--- src/hdl/gtc_pkg.sv ---
// Shared constants, codes and control types of the graph tree check block.
package gtc_pkg;

  // Graph capacity and derived widths
  localparam int MAX_VERTICES = 256;
  localparam int VTX_W        = $clog2(MAX_VERTICES);
  localparam int VCOUNT_W     = 9;
  localparam int FIELD_W      = 8;
  localparam int EDGE_W       = 9;
  // Count width: holds any vertex_count and any vertex index plus one
  localparam int CNT_W        = (VTX_W + 1 > VCOUNT_W) ? VTX_W + 1 : VCOUNT_W;

  localparam logic [EDGE_W-1:0] EDGE_SAT = '1;

  typedef enum logic {
    OP_EDGE = 1'b0,
    OP_EVAL = 1'b1
  } gtc_op_e;

  typedef enum logic [1:0] {
    ST_IDLE,
    ST_FIND_RD,
    ST_FIND_UP,
    ST_FIND_GP
  } gtc_state_e;

  // Commands from controller to datapath
  typedef struct packed {
    logic load;       // latch an edge request, update counters
    logic eval;       // produce result and clear the graph
    logic read_cur;   // read link of the current vertex
    logic step_up;    // read link of the parent
    logic halve;      // path halving: relink current to grandparent, move up
    logic save_root;  // first root found, start on second endpoint
    logic merge;      // second root found, join or flag a cycle
  } gtc_cmd_t;

  // Status from datapath to controller
  typedef struct packed {
    logic edge_bad;   // incoming edge names a vertex out of range
    logic at_root;    // vertex just read links to itself
  } gtc_status_t;

endpackage

--- src/hdl/gtc_if.sv ---
// Valid/ready channel interfaces: input request, result, configuration write.
interface gtc_in_if;
  logic                       valid;
  logic                       ready;
  logic                       opcode;
  logic [gtc_pkg::FIELD_W-1:0] edge_from;
  logic [gtc_pkg::FIELD_W-1:0] edge_to;

  modport source (output valid, output opcode, output edge_from, output edge_to,
                  input ready);
  modport sink   (input valid, input opcode, input edge_from, input edge_to,
                  output ready);
endinterface

interface gtc_out_if;
  logic valid;
  logic ready;
  logic is_tree;
  logic bad_vertex;

  modport source (output valid, output is_tree, output bad_vertex, input ready);
  modport sink   (input valid, input is_tree, input bad_vertex, output ready);
endinterface

interface gtc_cfg_if;
  logic                         valid;
  logic                         ready;
  logic [gtc_pkg::VCOUNT_W-1:0] vertex_count;

  modport source (output valid, output vertex_count, input ready);
  modport sink   (input valid, input vertex_count, output ready);
endinterface

--- src/hdl/gtc_ram.sv ---
// Generic single-write, single-read RAM with registered read data.
module gtc_ram #(
  parameter int WIDTH = 8,
  parameter int DEPTH = 256
) (
  input  logic                     clk_i,
  input  logic                     we_i,
  input  logic [$clog2(DEPTH)-1:0] waddr_i,
  input  logic [WIDTH-1:0]         wdata_i,
  input  logic                     re_i,
  input  logic [$clog2(DEPTH)-1:0] raddr_i,
  output logic [WIDTH-1:0]         rdata_o
);

  logic [WIDTH-1:0] mem_q [DEPTH];
  logic [WIDTH-1:0] rdata_q;

  always_ff @(posedge clk_i) begin
    if (we_i) begin
      mem_q[waddr_i] <= wdata_i;
    end
    if (re_i) begin
      rdata_q <= mem_q[raddr_i];
    end
  end

  assign rdata_o = rdata_q;

endmodule

--- src/hdl/gtc_datapath.sv ---
// Datapath: union-find link memory, valid bits, counters, flags and result register.
module gtc_datapath (
  input  logic                          clk_i,
  input  logic                          rst_ni,
  input  logic                          cfg_we_i,
  input  logic [gtc_pkg::VCOUNT_W-1:0]  cfg_data_i,
  input  logic [gtc_pkg::FIELD_W-1:0]   edge_from_i,
  input  logic [gtc_pkg::FIELD_W-1:0]   edge_to_i,
  input  gtc_pkg::gtc_cmd_t             cmd_i,
  output gtc_pkg::gtc_status_t          status_o,
  output logic                          is_tree_o,
  output logic                          bad_vertex_o
);
  import gtc_pkg::*;

  logic [VCOUNT_W-1:0]     vcount_q;
  logic [CNT_W-1:0]        vcount_ext, n_act, from_ext, to_ext;
  logic [VTX_W-1:0]        a_addr, b_addr;
  logic [VTX_W-1:0]        b_q, cur_q, ra_q, maxv_q;
  logic [VTX_W-1:0]        rd_addr_q, rd_addr_d, link;
  logic                    rd_valid_q;
  logic [MAX_VERTICES-1:0] valid_q;
  logic [EDGE_W-1:0]       edges_q;
  logic                    cycle_q, range_q, is_tree_q, bad_q;
  logic                    re, we, tree;
  logic [VTX_W-1:0]        waddr, wdata, rdata, pair_max;
  logic                    edge_bad;

  // Active vertex count, capped at capacity
  assign vcount_ext = CNT_W'(vcount_q);
  assign n_act      = (vcount_ext > CNT_W'(MAX_VERTICES)) ? CNT_W'(MAX_VERTICES)
                                                           : vcount_ext;

  // Range check on the incoming edge
  assign from_ext = CNT_W'(edge_from_i);
  assign to_ext   = CNT_W'(edge_to_i);
  assign edge_bad = (from_ext >= n_act) || (to_ext >= n_act);
  assign a_addr   = from_ext[VTX_W-1:0];
  assign b_addr   = to_ext[VTX_W-1:0];
  assign pair_max = (a_addr > b_addr) ? a_addr : b_addr;

  // Effective link of the last vertex read: never-written entries link to themselves
  assign link = rd_valid_q ? rdata : rd_addr_q;

  assign status_o.edge_bad = edge_bad;
  assign status_o.at_root  = (link == rd_addr_q);

  // Memory port selection
  always_comb begin
    re        = cmd_i.read_cur || cmd_i.step_up || cmd_i.halve;
    rd_addr_d = cmd_i.read_cur ? cur_q : link;
    we        = cmd_i.halve || (cmd_i.merge && (ra_q != cur_q));
    waddr     = cmd_i.halve ? cur_q : ra_q;
    wdata     = cmd_i.halve ? link : cur_q;
  end

  gtc_ram #(
    .WIDTH (VTX_W),
    .DEPTH (MAX_VERTICES)
  ) u_links (
    .clk_i   (clk_i),
    .we_i    (we),
    .waddr_i (waddr),
    .wdata_i (wdata),
    .re_i    (re),
    .raddr_i (rd_addr_d),
    .rdata_o (rdata)
  );

  // Tree decision: an acyclic, in-range edge set whose size is n_act less one spans all n_act vertices
  assign tree = (n_act != '0) && !range_q && !cycle_q &&
                (CNT_W'(edges_q) == n_act - CNT_W'(1)) &&
                (CNT_W'(maxv_q) < n_act);

  // Configuration register
  always_ff @(posedge clk_i or negedge rst_ni) begin
    if (!rst_ni) begin
      vcount_q <= VCOUNT_W'(1);
    end else if (cfg_we_i) begin
      vcount_q <= cfg_data_i;
    end
  end

  // Per-entry valid bits and read-side tag
  always_ff @(posedge clk_i or negedge rst_ni) begin
    if (!rst_ni) begin
      valid_q    <= '0;
      rd_valid_q <= 1'b0;
    end else begin
      if (cmd_i.eval) begin
        valid_q <= '0;
      end else if (we) begin
        valid_q[waddr] <= 1'b1;
      end
      if (re) begin
        rd_valid_q <= valid_q[rd_addr_d];
      end
    end
  end

  // Graph statistics
  always_ff @(posedge clk_i or negedge rst_ni) begin
    if (!rst_ni) begin
      edges_q <= '0;
      cycle_q <= 1'b0;
      range_q <= 1'b0;
      maxv_q  <= '0;
    end else if (cmd_i.eval) begin
      edges_q <= '0;
      cycle_q <= 1'b0;
      range_q <= 1'b0;
      maxv_q  <= '0;
    end else begin
      if (cmd_i.load) begin
        if (edges_q != EDGE_SAT) begin
          edges_q <= edges_q + EDGE_W'(1);
        end
        if (edge_bad) begin
          range_q <= 1'b1;
        end else if (pair_max > maxv_q) begin
          maxv_q <= pair_max;
        end
      end
      if (cmd_i.merge && (ra_q == cur_q)) begin
        cycle_q <= 1'b1;
      end
    end
  end

  // Walk registers and result payload
  always_ff @(posedge clk_i) begin
    if (re) begin
      rd_addr_q <= rd_addr_d;
    end
    if (cmd_i.load) begin
      cur_q <= a_addr;
      b_q   <= b_addr;
    end else if (cmd_i.save_root) begin
      ra_q  <= cur_q;
      cur_q <= b_q;
    end else if (cmd_i.halve) begin
      cur_q <= link;
    end
    if (cmd_i.eval) begin
      is_tree_q <= tree;
      bad_q     <= range_q;
    end
  end

  assign is_tree_o    = is_tree_q;
  assign bad_vertex_o = bad_q;

endmodule

--- src/hdl/gtc_controller.sv ---
// Controller: request handshake, root walk sequencing and result valid.
module gtc_controller (
  input  logic                 clk_i,
  input  logic                 rst_ni,
  input  logic                 in_valid_i,
  input  logic                 in_opcode_i,
  output logic                 in_ready_o,
  output logic                 out_valid_o,
  input  logic                 out_ready_i,
  input  gtc_pkg::gtc_status_t status_i,
  output gtc_pkg::gtc_cmd_t    cmd_o
);
  import gtc_pkg::*;

  gtc_state_e state_q, state_d;
  logic       side_q, side_d;
  logic       out_valid_q, out_valid_d;
  logic       accept;

  // State, endpoint select and result valid
  always_ff @(posedge clk_i or negedge rst_ni) begin
    if (!rst_ni) begin
      state_q     <= ST_IDLE;
      side_q      <= 1'b0;
      out_valid_q <= 1'b0;
    end else begin
      state_q     <= state_d;
      side_q      <= side_d;
      out_valid_q <= out_valid_d;
    end
  end

  // Next state and commands
  always_comb begin
    state_d    = state_q;
    side_d     = side_q;
    cmd_o      = '0;
    in_ready_o = 1'b0;
    accept     = 1'b0;
    unique case (state_q)
      ST_IDLE: begin
        // edges go ahead while a result waits; evaluate needs a free slot
        in_ready_o = (in_opcode_i == OP_EDGE) || !out_valid_q || out_ready_i;
        accept     = in_valid_i && in_ready_o;
        if (accept) begin
          if (in_opcode_i == OP_EVAL) begin
            cmd_o.eval = 1'b1;
          end else begin
            cmd_o.load = 1'b1;
            if (!status_i.edge_bad) begin
              side_d  = 1'b0;
              state_d = ST_FIND_RD;
            end
          end
        end
      end
      ST_FIND_RD: begin
        cmd_o.read_cur = 1'b1;
        state_d        = ST_FIND_UP;
      end
      ST_FIND_UP: begin
        if (status_i.at_root) begin
          if (!side_q) begin
            cmd_o.save_root = 1'b1;
            side_d          = 1'b1;
            state_d         = ST_FIND_RD;
          end else begin
            cmd_o.merge = 1'b1;
            state_d     = ST_IDLE;
          end
        end else begin
          cmd_o.step_up = 1'b1;
          state_d       = ST_FIND_GP;
        end
      end
      ST_FIND_GP: begin
        cmd_o.halve = 1'b1;
        state_d     = ST_FIND_UP;
      end
      default: begin
        state_d = ST_IDLE;
      end
    endcase
    out_valid_d = cmd_o.eval || (out_valid_q && !out_ready_i);
  end

  assign out_valid_o = out_valid_q;

endmodule

--- src/hdl/graph_tree_check_core.sv ---
// Top level of the graph tree check: union-find edge loader with tree verdict.
// Evaluate gives its result in the cycle after acceptance; an out-of-range edge
// only updates the counters, an in-range edge walks to both roots and merges them,
// paced by the single read port of the link memory (two reads per halving step).
// Edges are taken while a result waits; evaluate waits for the result slot.
// Reset (async, active low) sets vertex_count to 1 and empties the graph at once.
module graph_tree_check_core (
  input  logic              clk_i,
  input  logic              rst_ni,
  gtc_in_if.sink            in_i,
  gtc_out_if.source         out_o,
  gtc_cfg_if.sink           cfg_i
);
  import gtc_pkg::*;

  gtc_cmd_t    cmd;
  gtc_status_t status;

  assign cfg_i.ready = 1'b1;

  gtc_controller u_ctrl (
    .clk_i       (clk_i),
    .rst_ni      (rst_ni),
    .in_valid_i  (in_i.valid),
    .in_opcode_i (in_i.opcode),
    .in_ready_o  (in_i.ready),
    .out_valid_o (out_o.valid),
    .out_ready_i (out_o.ready),
    .status_i    (status),
    .cmd_o       (cmd)
  );

  gtc_datapath u_dp (
    .clk_i        (clk_i),
    .rst_ni       (rst_ni),
    .cfg_we_i     (cfg_i.valid),
    .cfg_data_i   (cfg_i.vertex_count),
    .edge_from_i  (in_i.edge_from),
    .edge_to_i    (in_i.edge_to),
    .cmd_i        (cmd),
    .status_o     (status),
    .is_tree_o    (out_o.is_tree),
    .bad_vertex_o (out_o.bad_vertex)
  );

  // Evaluate request yields a result on the next cycle
  assert property (@(posedge clk_i) disable iff (!rst_ni)
    in_i.valid && in_i.ready && (in_i.opcode == OP_EVAL) |=> out_o.valid)
    else $error("evaluate request did not produce a result");

  // An in-range edge occupies the walk, so no request is taken next cycle
  assert property (@(posedge clk_i) disable iff (!rst_ni)
    in_i.valid && in_i.ready && (in_i.opcode == OP_EDGE) && !status.edge_bad
    |=> !in_i.ready)
    else $error("request taken during a root walk");

  // A range error always rules out a tree
  assert property (@(posedge clk_i) disable iff (!rst_ni)
    out_o.valid |-> !(out_o.is_tree && out_o.bad_vertex))
    else $error("tree reported with a bad vertex");

  // Memory walk commands never coincide with a new request
  assert property (@(posedge clk_i) disable iff (!rst_ni)
    (cmd.read_cur || cmd.step_up || cmd.halve || cmd.merge || cmd.save_root)
    |-> !(cmd.load || cmd.eval))
    else $error("walk command overlaps request command");

endmodule

--- src/flat_wrapper.sv ---
// flat-port wrapper written by rule: the top's interface ports become plain ports
module graph_tree_check_core_flat import gtc_pkg::*;
  (clk_i, rst_ni, in_i_valid, in_i_opcode, in_i_edge_from, in_i_edge_to, in_i_ready, out_o_valid, out_o_is_tree, out_o_bad_vertex, out_o_ready, cfg_i_valid, cfg_i_vertex_count, cfg_i_ready);
  gtc_in_if in_i_i ();
  gtc_out_if out_o_i ();
  gtc_cfg_if cfg_i_i ();
  input  logic clk_i;
  input  logic rst_ni;
  input wire logic [$bits(in_i_i.valid)-1:0] in_i_valid;
  input wire logic [$bits(in_i_i.opcode)-1:0] in_i_opcode;
  input wire logic [$bits(in_i_i.edge_from)-1:0] in_i_edge_from;
  input wire logic [$bits(in_i_i.edge_to)-1:0] in_i_edge_to;
  output wire logic [$bits(in_i_i.ready)-1:0] in_i_ready;
  output wire logic [$bits(out_o_i.valid)-1:0] out_o_valid;
  output wire logic [$bits(out_o_i.is_tree)-1:0] out_o_is_tree;
  output wire logic [$bits(out_o_i.bad_vertex)-1:0] out_o_bad_vertex;
  input wire logic [$bits(out_o_i.ready)-1:0] out_o_ready;
  input wire logic [$bits(cfg_i_i.valid)-1:0] cfg_i_valid;
  input wire logic [$bits(cfg_i_i.vertex_count)-1:0] cfg_i_vertex_count;
  output wire logic [$bits(cfg_i_i.ready)-1:0] cfg_i_ready;
  assign in_i_i.valid = in_i_valid;
  assign in_i_i.opcode = in_i_opcode;
  assign in_i_i.edge_from = in_i_edge_from;
  assign in_i_i.edge_to = in_i_edge_to;
  assign in_i_ready = in_i_i.ready;
  assign out_o_valid = out_o_i.valid;
  assign out_o_is_tree = out_o_i.is_tree;
  assign out_o_bad_vertex = out_o_i.bad_vertex;
  assign out_o_i.ready = out_o_ready;
  assign cfg_i_i.valid = cfg_i_valid;
  assign cfg_i_i.vertex_count = cfg_i_vertex_count;
  assign cfg_i_ready = cfg_i_i.ready;
  graph_tree_check_core u_core (.clk_i(clk_i), .rst_ni(rst_ni), .in_i(in_i_i), .out_o(out_o_i), .cfg_i(cfg_i_i));
endmodule
--- config.mk ---
export PLATFORM = sky130hd
export DESIGN_NAME = graph_tree_check_core_flat
export DESIGN_NICKNAME = d
export VERILOG_FILES = /design/src/hdl/gtc_pkg.sv /design/src/hdl/gtc_if.sv /design/src/hdl/gtc_ram.sv /design/src/hdl/gtc_datapath.sv /design/src/hdl/gtc_controller.sv /design/src/hdl/graph_tree_check_core.sv /design/src/flat_wrapper.sv
export SDC_FILE = /design/constraint.sdc
export NUM_CORES = 2
export LEC_CHECK = 0
export BUFFER_PORTS_ARGS = -buffer_cell sky130_fd_sc_hd__clkbuf_2
export CAP_MARGIN = 20
export CORE_MARGIN = 2
export CORE_UTILIZATION = 57
export CTS_CLUSTER_DIAMETER = 100
export DETAILED_ROUTE_END_ITERATION = 12
export PLACE_DENSITY = 0.8
export REMOVE_ABC_BUFFERS = 1
export SYNTH_ARGS = -nofsm -noshare
export SYNTH_HDL_FRONTEND = slang
export SYNTH_HIERARCHICAL = 1
export SYNTH_SLANG_ARGS = --single-unit
--- constraint.sdc ---
create_clock -name clk_i -period 12.7 [get_ports clk_i]
set_input_delay 0.635 -clock clk_i [delete_from_list [all_inputs] [get_ports clk_i]]
set_output_delay 0.635 -clock clk_i [all_outputs]
set_load 0.02 [all_outputs]
==> impl_metrics.tcl <==
set metrics [dict create \
    cp.required_ns 13.26 \
    ir_drop_mv 0.483 \
    netlist_instances 5329 \
    grt_overflow 0 \
    synth_cell_type_count 83 \
    htree_levels 4 \
    cp_common_cell "buf_12" \
    grt_usage 0.283 \
    whs_ns 0.0550 \
    min_period_over_period 0.513 \
    globalplace.congestion 0.914 \
    p_per_area_nw_per_um2 282 \
    hold_viol 0 \
    areaGrowthSynthToFinish_pct 9.82 \
    avgViaCountPerCell 6.81 \
    clock_latency_ns 0.87 \
    comb_power_share 0.419 \
    p_int_mw 18.4 \
    placed_cell_area_um2 97800 \
    grt_max_degree 265 \
    worstMarginPinSlew_ns 1.29 \
    fin_total_pwr_mw 29.7 \
    worstSetupPathType "flip-flop to flip-flop" \
    cp.depth 13 \
    crit_end "u_core/u_dp/u_links/rdata_o[5]$_DFFE_PP_" \
    clockRootBuffer "clkbuf_16" \
    ios 36 \
    num-fill-cells 10906 \
    p_leak_nw 35.1 \
    synth_commonest_cells "2082 x edfxtp_1, 602 x nor2_1, 476 x mux4_2" \
    yosysSeqAreaShare 0.730 \
    p_sw_mw 11.3 \
    syn_area_per_cell_um2 18.0 \
    rr_startpoint "u_core/u_ctrl/state_q[1]$_DFFE_PN0P_" \
    netlist.top_cell.by_area "edfxtp_1" \
    num_vias 52937 \
    num_rows 150 \
    cts_tree "done" \
    drtIter0Drc 8932 \
    synth_area_um2 95800 \
    fmax_ghz 0.154 \
    synthTopCellsByArea "edfxtp_1 65%, mux4_2 11%, dfrtp_1 7.5%" \
    fin_crit_ns 6.51 \
    ys_async_sr_fraction 0.121 \
    reg2reg_depth 13 \
    dpl.cell_count 7326 \
    clkSlewWorstSetupHoldPaths_ns 0.07 \
    slowest_delay_ns 0.65 \
    clk_path_buf_depth 3 \
    crit_path_start_kind "flip-flop" \
    startpoint "u_core/u_ctrl/state_q[1]$_DFFE_PN0P_" \
    ctsResizeCount 0 \
    path_buf_inv 5 \
    numCtsBuffers 220 \
    die_h_um 414 \
    arrival_ns 7.07 \
    synth_top_area_frac 0.653 \
    end_kind "flip-flop" \
    portBuffers 34 \
    finalMaxSlewViolations 0 \
    stdcell_count 7768 \
    holdPathStages 1 \
    antenna_found_initial 12 \
    clockPowerShare 0.219 \
    initial_core_util 0.574 \
    yosys_warnings 6 \
    yosys_most_used_dff "edfxtp_1" \
    status "finished clean" \
    grt_pass1_wl_um 353000 \
    setup_tns_ns 0 \
    rsz0062_at_grt "no" \
    relSlewSlack 0.142 \
    path_delay_family "buffers and inverters" \
    p_sw_frac 0.380 \
    finalWirelength_um 241000 \
    finClkSkew_ns 0.0483 \
    worstPathCellList "nor2b_1, buf_4, mux2i_4, buf_12, inv_8, buf_12, buf_12, mux4_2, a22o_1, a221oi_1, o32ai_1, nor3_1, nor4_1" \
    drive_gt1_frac 0.189 \
    setup_viol 0 \
    drc 0 \
    r2r_slack_ns 6.19 \
    ant_nets 0 \
    yosysMostFrequentCell "edfxtp_1" \
    dieArea_um2 171000 \
    synth-edff-count 2082 \
    core_um2 167000 \
    ys_ff_latch 2379 \
    cts.sink_count 2379 \
    dp_hpwl_um 137000 \
    drv_cap 0 \
    wl_per_cell_um 31.1 \
    first_pass_iters 6 \
    slowest_stage "inv_8" \
    pwr-share-seq 0.362 \
    grt_pass1_vias 52390 \
    hold_class "primary input to flip-flop" \
    fin_area_um2 105000 \
    critPathMaxFanout 116 \
    fin_nets 5446 \
    r2r_end "u_core/u_dp/u_links/rdata_o[5]$_DFFE_PP_" \
    die_w_um 414 \
]
registers in the layout (all words and copies together), names as in the netlist, 2 cells and up:
register                     flops
u_core/u_dp/u_links/mem_q     2048
u_core/u_dp/valid_q            256
u_core/u_dp/edges_q              9
u_core/u_dp/vcount_ext           9
u_core/u_dp/b_q                  8
u_core/u_dp/cur_q                8
u_core/u_dp/maxv_q               8
u_core/u_dp/ra_q                 8
u_core/u_dp/rd_addr_q            8
u_core/u_dp/u_links/rdata_o      8
u_core/u_ctrl/state_q            2
logic make-up (layout without fill, tap and decap cells):
family                     count (synthesis)  after routing  share of synthesized area
other                                      1              9                  0.0000391
and+or+nand+nor                          962            962                     0.0441
buffers and inverters                    378            605                     0.0228
xor gates and xnor gates                  34             34                    0.00311
adders and majority gates                 43             43                    0.00562
muxes                                    735            735                      0.142
AOI/OAI and AO/OA                        797            797                     0.0526
DFF                                     2379           2379                      0.730
placed cells by master (no fill, tap or decap), types with 32 or more instances in the layout:
cell type  instances
a211oi_1          32
a21oi_1          376
a22oi_1          151
buf_4             99
clkbuf_1          47
clkbuf_16        221
clkbuf_2          34
clkinv_1          38
clkinv_2          41
dfrtp_1          288
edfxtp_1        2082
ha_1              43
inv_1             32
mux2_2            38
mux2i_1          196
mux4_2           476
nand2_1          107
nand3_1           40
nor2_1           598
nor2b_1           36
nor3_1            32
o21ai_0           37
o221ai_1          46
metrics by stage:
step	worst slack (ns)	utilization
after floorplan	-4.17	-
after global placement	5.70	0.585
after detailed placement	6.37	0.585
after CTS	6.31	0.629
after global routing	5.96	0.630
final	6.19	0.630
power groups by stage:
stage / sequential (mW) / clock (mW) / combinational [mW]
5_1_grt: 10.8 / 6.85 / 12.9
4_1_cts: 10.7 / 6.56 / 12.1
2_1_floorplan: 11.0 / 0 / 9.06
3_3_place_gp: 10.9 / 0 / 11.7
6_report: 10.7 / 6.50 / 12.4
3_5_place_dp: 10.9 / 0 / 12.0
worst min path at each step:
stage,from,end,slack [ns]
5_1_grt,in_i_edge_to[0],u_core/u_dp/b_q[0]$_DFFE_PP_,0.02
6_report,in_i_edge_to[0],u_core/u_dp/b_q[0]$_DFFE_PP_,0.06
3_3_place_gp,u_core/u_dp/range_q$_DFFE_PN0P_,u_core/u_dp/bad_vertex_o$_DFFE_PP_,0.46
3_5_place_dp,u_core/u_dp/range_q$_DFFE_PN0P_,u_core/u_dp/bad_vertex_o$_DFFE_PP_,0.47
4_1_cts,in_i_edge_to[0],u_core/u_dp/b_q[0]$_DFFE_PP_,0.003
2_1_floorplan,rst_ni,u_core/u_ctrl/out_valid_o$_DFF_PN0_,0.34
final cells by class:
class                   count  area, µm²  share of cell area
multi-input cells        2572      24000               0.228
clock inverters           118       1130              0.0108
flip-flops and latches   2379      69900               0.664
well taps                2204       2760              0.0262
clock buffers             288       5960              0.0567
diodes                      8       20.0            0.000190
repair buffers            161       1290              0.0123
inverters                  38        159             0.00151
per-layer routing:
metal  routed length (µm)  track usage
met1                85000        0.383
met2               115000        0.439
met3                30400       0.0750
met4                11200        0.121
met5                   77            0
what timing repair did:
action / 4_1_cts / 5_1_grt
hold endpoints to repair: 102 / 0
hold buffers: 10 / 0
setup buffers: 0 / 0
Power figures use the tool's default switching activity.
